==> src/rtl/assert_macros.svh <==
// Assertion macros shared by the register file RTL.
// Each macro expands to one labeled concurrent assertion on i_clk.
`ifndef ASSERT_MACROS_SVH
`define ASSERT_MACROS_SVH

// Checked only while the block is out of reset.
`define SBRF_ASSERT(lbl, prop, msg) \
    lbl: assert property (@(posedge i_clk) disable iff (!i_rst_n) (prop)) \
        else $error(msg);

// Checked at every edge, during reset too.
`define SBRF_ASSERT_ALWAYS(lbl, prop, msg) \
    lbl: assert property (@(posedge i_clk) (prop)) else $error(msg);

`endif

==> src/rtl/sbrf_pkg.sv <==
// Package of the sensor bridge register file: address map, codes and types.
// Used by sbrf_decode and the top level; no dependencies.
package sbrf_pkg;

    localparam int CORE_WINDOW_DEPTH = 16384;

    localparam logic [31:0] CORE_BASE      = 32'h3000_0000;
    localparam logic [31:0] CTRL_BASE      = 32'h7000_0000;
    localparam logic [31:0] USER_CTRL_ADDR = 32'h7000_0000;
    localparam logic [31:0] TYPE_CTRL_ADDR = 32'h7000_0004;
    localparam logic [31:0] STATUS_ADDR    = 32'h7000_0008;
    localparam logic [31:0] CTRL_END_ADDR  = 32'h7000_0018;
    localparam logic [31:0] GPIO_OUT_ADDR  = 32'h0000_000C;
    localparam logic [31:0] GPIO_DIR_ADDR  = 32'h0000_002C;
    localparam logic [31:0] GPIO_STAT_ADDR = 32'h0000_008C;

    localparam int CTRL_DEPTH      = 24;
    localparam int GPIO_WORD_BYTES = 4;
    localparam int GPIO_DEPTH      = 3 * GPIO_WORD_BYTES;
    // control block and GPIO entries sit above the core window in the RAM
    localparam int SMALL_DEPTH     = CTRL_DEPTH + GPIO_DEPTH;

    localparam int STATUS_CLEAR_BIT = 0;

    localparam logic KIND_READ  = 1'b0;
    localparam logic KIND_WRITE = 1'b1;

    typedef struct packed {
        logic hit;
        logic read_only;   // status word or GPIO status word
        logic user_ctrl;
        logic type_ctrl;
        logic status;
    } t_dec;

endpackage

==> src/rtl/sbrf_decode.sv <==
// Address decoder: maps a byte address to a RAM entry and flags side effects.
// Depends on sbrf_pkg.
module sbrf_decode import sbrf_pkg::*; #(
    parameter int CORE_DEPTH = CORE_WINDOW_DEPTH,
    parameter int AW         = $clog2(CORE_DEPTH + SMALL_DEPTH)
) (
    input  logic [31:0]   i_address,
    output t_dec          o_dec,
    output logic [AW-1:0] o_index
);

    localparam int CTRL_IDX     = CORE_DEPTH;
    localparam int GPIO_OUT_IDX = CORE_DEPTH + CTRL_DEPTH;
    localparam int GPIO_DIR_IDX = GPIO_OUT_IDX + GPIO_WORD_BYTES;
    localparam int GPIO_ST_IDX  = GPIO_DIR_IDX + GPIO_WORD_BYTES;

    logic [31:0] core_off;
    logic [31:0] ctrl_off;
    logic        in_core;
    logic        in_ctrl;
    logic        in_gout;
    logic        in_gdir;
    logic        in_gstat;
    logic        gstat_word;

    always_comb begin
        core_off   = i_address - CORE_BASE;
        ctrl_off   = i_address - CTRL_BASE;
        in_core    = (i_address >= CORE_BASE) && (core_off < 32'(CORE_DEPTH));
        in_ctrl    = (i_address >= CTRL_BASE) && (i_address < CTRL_END_ADDR);
        in_gout    = (i_address[31:2] == GPIO_OUT_ADDR[31:2]);
        in_gdir    = (i_address[31:2] == GPIO_DIR_ADDR[31:2]);
        in_gstat   = (i_address[31:2] == GPIO_STAT_ADDR[31:2]);
        gstat_word = (i_address == GPIO_STAT_ADDR);

        o_dec.hit       = in_core || in_ctrl || in_gout || in_gdir || in_gstat;
        o_dec.status    = (i_address == STATUS_ADDR);
        o_dec.read_only = o_dec.status || gstat_word;
        o_dec.user_ctrl = (i_address == USER_CTRL_ADDR);
        o_dec.type_ctrl = (i_address == TYPE_CTRL_ADDR);

        o_index = '0;
        if (in_core) begin
            o_index = core_off[AW-1:0];
        end else if (in_ctrl) begin
            o_index = AW'(CTRL_IDX) + AW'(ctrl_off[4:0]);
        end else if (in_gout || gstat_word) begin
            // a GPIO status word read returns the GPIO output word
            o_index = AW'(GPIO_OUT_IDX) + (gstat_word ? AW'(0) : AW'(i_address[1:0]));
        end else if (in_gdir) begin
            o_index = AW'(GPIO_DIR_IDX) + AW'(i_address[1:0]);
        end else if (in_gstat) begin
            o_index = AW'(GPIO_ST_IDX) + AW'(i_address[1:0]);
        end
    end

endmodule

==> config.mk <==
export PLATFORM = sky130hd
export DESIGN_NAME = sbrf_decode
export DESIGN_NICKNAME = d
export VERILOG_FILES = /design/src/rtl/assert_macros.svh /design/src/rtl/sbrf_pkg.sv /design/src/rtl/sbrf_decode.sv
export SDC_FILE = /design/constraint.sdc
export NUM_CORES = 1
export LEC_CHECK = 0
export BUFFER_PORTS_ARGS = -buffer_cell sky130_fd_sc_hd__buf_2
export CAP_MARGIN = 10
export CORE_AREA = 2 2 39 41
export DETAILED_ROUTE_END_ITERATION = 10
export DIE_AREA = 0 0 41 43
export GPL_ROUTABILITY_DRIVEN = 0
export PLACE_DENSITY = 0.73
export SLEW_MARGIN = 0
export SYNTH_ARGS = -nofsm -noshare
export SYNTH_HDL_FRONTEND = slang
export SYNTH_SLANG_ARGS = --single-unit
==> constraint.sdc <==
create_clock -name vclk -period 3.45
set_input_delay 0 -clock vclk [all_inputs]
set_output_delay 0 -clock vclk [all_outputs]
set_load 0.005 [all_outputs]
==> results.py <==
metrics = {
    "status": {
        "status": "finished clean",
    },
    "route": {
        "remaining_drc_errors": 0,
        "dr.pass1.iters": 4,
        "vias_per_cell": 5.23,
        "wl_um": 1370,
        "drtAntennaViolNets": 0,
        "wl_per_cell_um": 11.2,
        "vias": 638,
        "dr.first_iter.drc_count": 5,
    },
    "power": {
        "peakVddDrop_v": 0.0000255,
        "p_total_w": 0.0000335,
        "pwr_density_cell_nw_per_um2": 53.5,
        "leakagePower_nw": 0.371,
    },
    "layout": {
        "seq_cells": 0,
        "final_nets": 140,
        "multi_input_area_um2": 339,
        "final_layout_size_suffix_gt1_share_pct": 53.8,
        "num_antenna_cells": 0,
        "area_growth_syn_to_layout_pct": 77.0,
        "nClkBuffers": 0,
        "regArea_um2": 0,
        "fin_util_pct": 45.3,
        "nFillCells": 162,
    },
    "placement": {
        "io_buffers": 52,
        "dp_hpwl_um": 1220,
    },
    "sta": {
        "rsz0062_at_grt": "false",
        "hold_violations": 0,
        "period_needed_ns": 1.52,
        "tns_ns": 0,
        "post-route-period-util_pct": 44.1,
        "max_slew_margin_pct": 43.3,
        "slew_viol_final": 0,
        "fin_hold_ws_ns": 0.286,
        "fmax_mhz": 657,
        "setup-violations-final": 0,
        "tightest_slew_ns": 0.843,
    },
    "cts": {
        "cts_resized": 0,
        "hold_buffers": 0,
        "cts_setup_buffers": 0,
    },
    "die": {
        "rows": 14,
        "num_io_pins": 52,
        "die_width_um": 41,
        "start_util_pct": 25.6,
        "core_area_um2": 1380,
        "die_area_um2": 1760,
        "die_y_um": 43,
    },
    "flow_run": {
        "drv_cap": 0,
    },
    "synthesis": {
        "synthDistinctLibCells": 26,
        "yosys-top-cells-area": "and3_1 (14%), nand2_1 (9.5%), nor4_1 (8.8%)",
        "synthCells": 56,
        "syn_area_um2": 354,
        "syn_area_per_cell_um2": 6.32,
        "ys_warn_count": 0,
        "yosysMostFrequentCell": "nand2_1",
        "synth_commonest_cells": "nand2_1 (9), and3_1 (8), nor4_1 (5), nor2_1 (4), a21oi_1 (3)",
        "synth_top_area_share_pct": 14.1,
        "syn_nets": 88,
        "ys_seq_area_share_pct": 0,
        "yosys.area.top_type": "and3_1",
    },
    "hold_path": {
        "min_path_type": "input port to output pin",
        "worstHoldStart": "i_address[2]",
        "min_to": "o_dec[2]",
        "min_path_cells": 3,
    },
    "critical_path": {
        "slowest_delay_ns": 0.54,
        "cp_cell_sequence": "buf_2 -> or4_4 -> nor4_4 -> nand3_1 -> o32ai_1 -> buf_2",
        "cp_max_fo": 5,
        "slowest_stage": "or4_4",
        "worstSetupPathType": "input port to output pin",
        "critPathArrivalTime_ns": 1.52,
        "cp.buffers_inverters": 2,
        "crit_path_start_kind": "input port",
        "crit_top_cell": "buf_2",
        "cp_top_family": "simple AND/OR/NAND/NOR gates",
        "required_ns": 3.45,
        "crit_path_end_kind": "output pin",
    },
    "grt": {
        "track_usage_pct": 16.7,
        "overflow": 0,
        "grt_pass1_wl_um": 2210,
        "grt_antenna_before_repair": 0,
        "grt_use_met3_pct": 0,
        "grt_pass1_vias": 509,
        "met2_usage_pct": 27.8,
        "grt_start_max_net_pins": 17,
        "top_usage_layer": "met2",
        "grt_util_met1_pct": 24.7,
    },
}
cell families after synthesis:
family                 Yosys count  share of synthesized area (%)
AOI/OAI and AO/OA               12                           21.9
buffers and inverters            4                           4.24
and+or+nand+nor                 40                           73.9
worst max-delay path by stage:
| stage | startpoint | to | slack (ns) | cells after the start |
|---|---|---|---|---|
| after CTS | i_address[13] | o_index[5] | 1.93 | 6 |
| after floorplan | i_address[13] | o_dec[2] | 2.24 | 4 |
| after global placement | i_address[13] | o_index[5] | 1.95 | 6 |
| after global routing | i_address[17] | o_index[5] | 1.73 | 6 |
| after detailed placement | i_address[13] | o_index[5] | 1.94 | 6 |
| final | i_address[13] | o_index[5] | 1.93 | 6 |
metal layers:
layer	vias up	part of all wire, %
met5	-	0
met4	0	0
met3	0	6.9
met2	22	50
met1	291	43
li1	325	-
cells in the final DEF (no fill, tap or decap), drive strengths merged:
master | netlist | routed
and4bb | 1 | 1
nand4 | 1 | 1
and3 | 9 | 9
and4 | 2 | 2
or4 | 1 | 1
o211ai | 1 | 1
a21oi | 3 | 3
nor2 | 4 | 4
buf | 0 | 52
o32ai | 1 | 1
nand3b | 1 | 1
nor3 | 1 | 1
nand2 | 9 | 9
nor4 | 6 | 6
nand3 | 2 | 2
inv | 2 | 2
nor4b | 2 | 2
or4b | 1 | 1
o22ai | 1 | 1
a211oi | 1 | 1
a21boi | 2 | 2
a21o | 1 | 1
o21ai | 2 | 2
layout make-up:
cell class / instances / share of cell area [%]
multi-input cells: 52 / 54.1
well taps: 16 / 3.19
repair buffers: 52 / 41.5
inverters: 2 / 1.20
power by group:
part	switching, W	internal [W]	total, W
Combinational	0.0000162	0.0000173	0.0000335
Clock	0	0	0
Sequential	0	0	0
through the flow:
step                setup WS (ns)  instance area (µm²)  std cells
floorplan                    2.24                  354         56
CTS                          1.93                  627        122
global route                 1.73                  627        122
global placement             1.95                  627        122
detailed placement           1.94                  627        122
finish                       1.93                  627        122
Power figures use the tool's default switching activity.
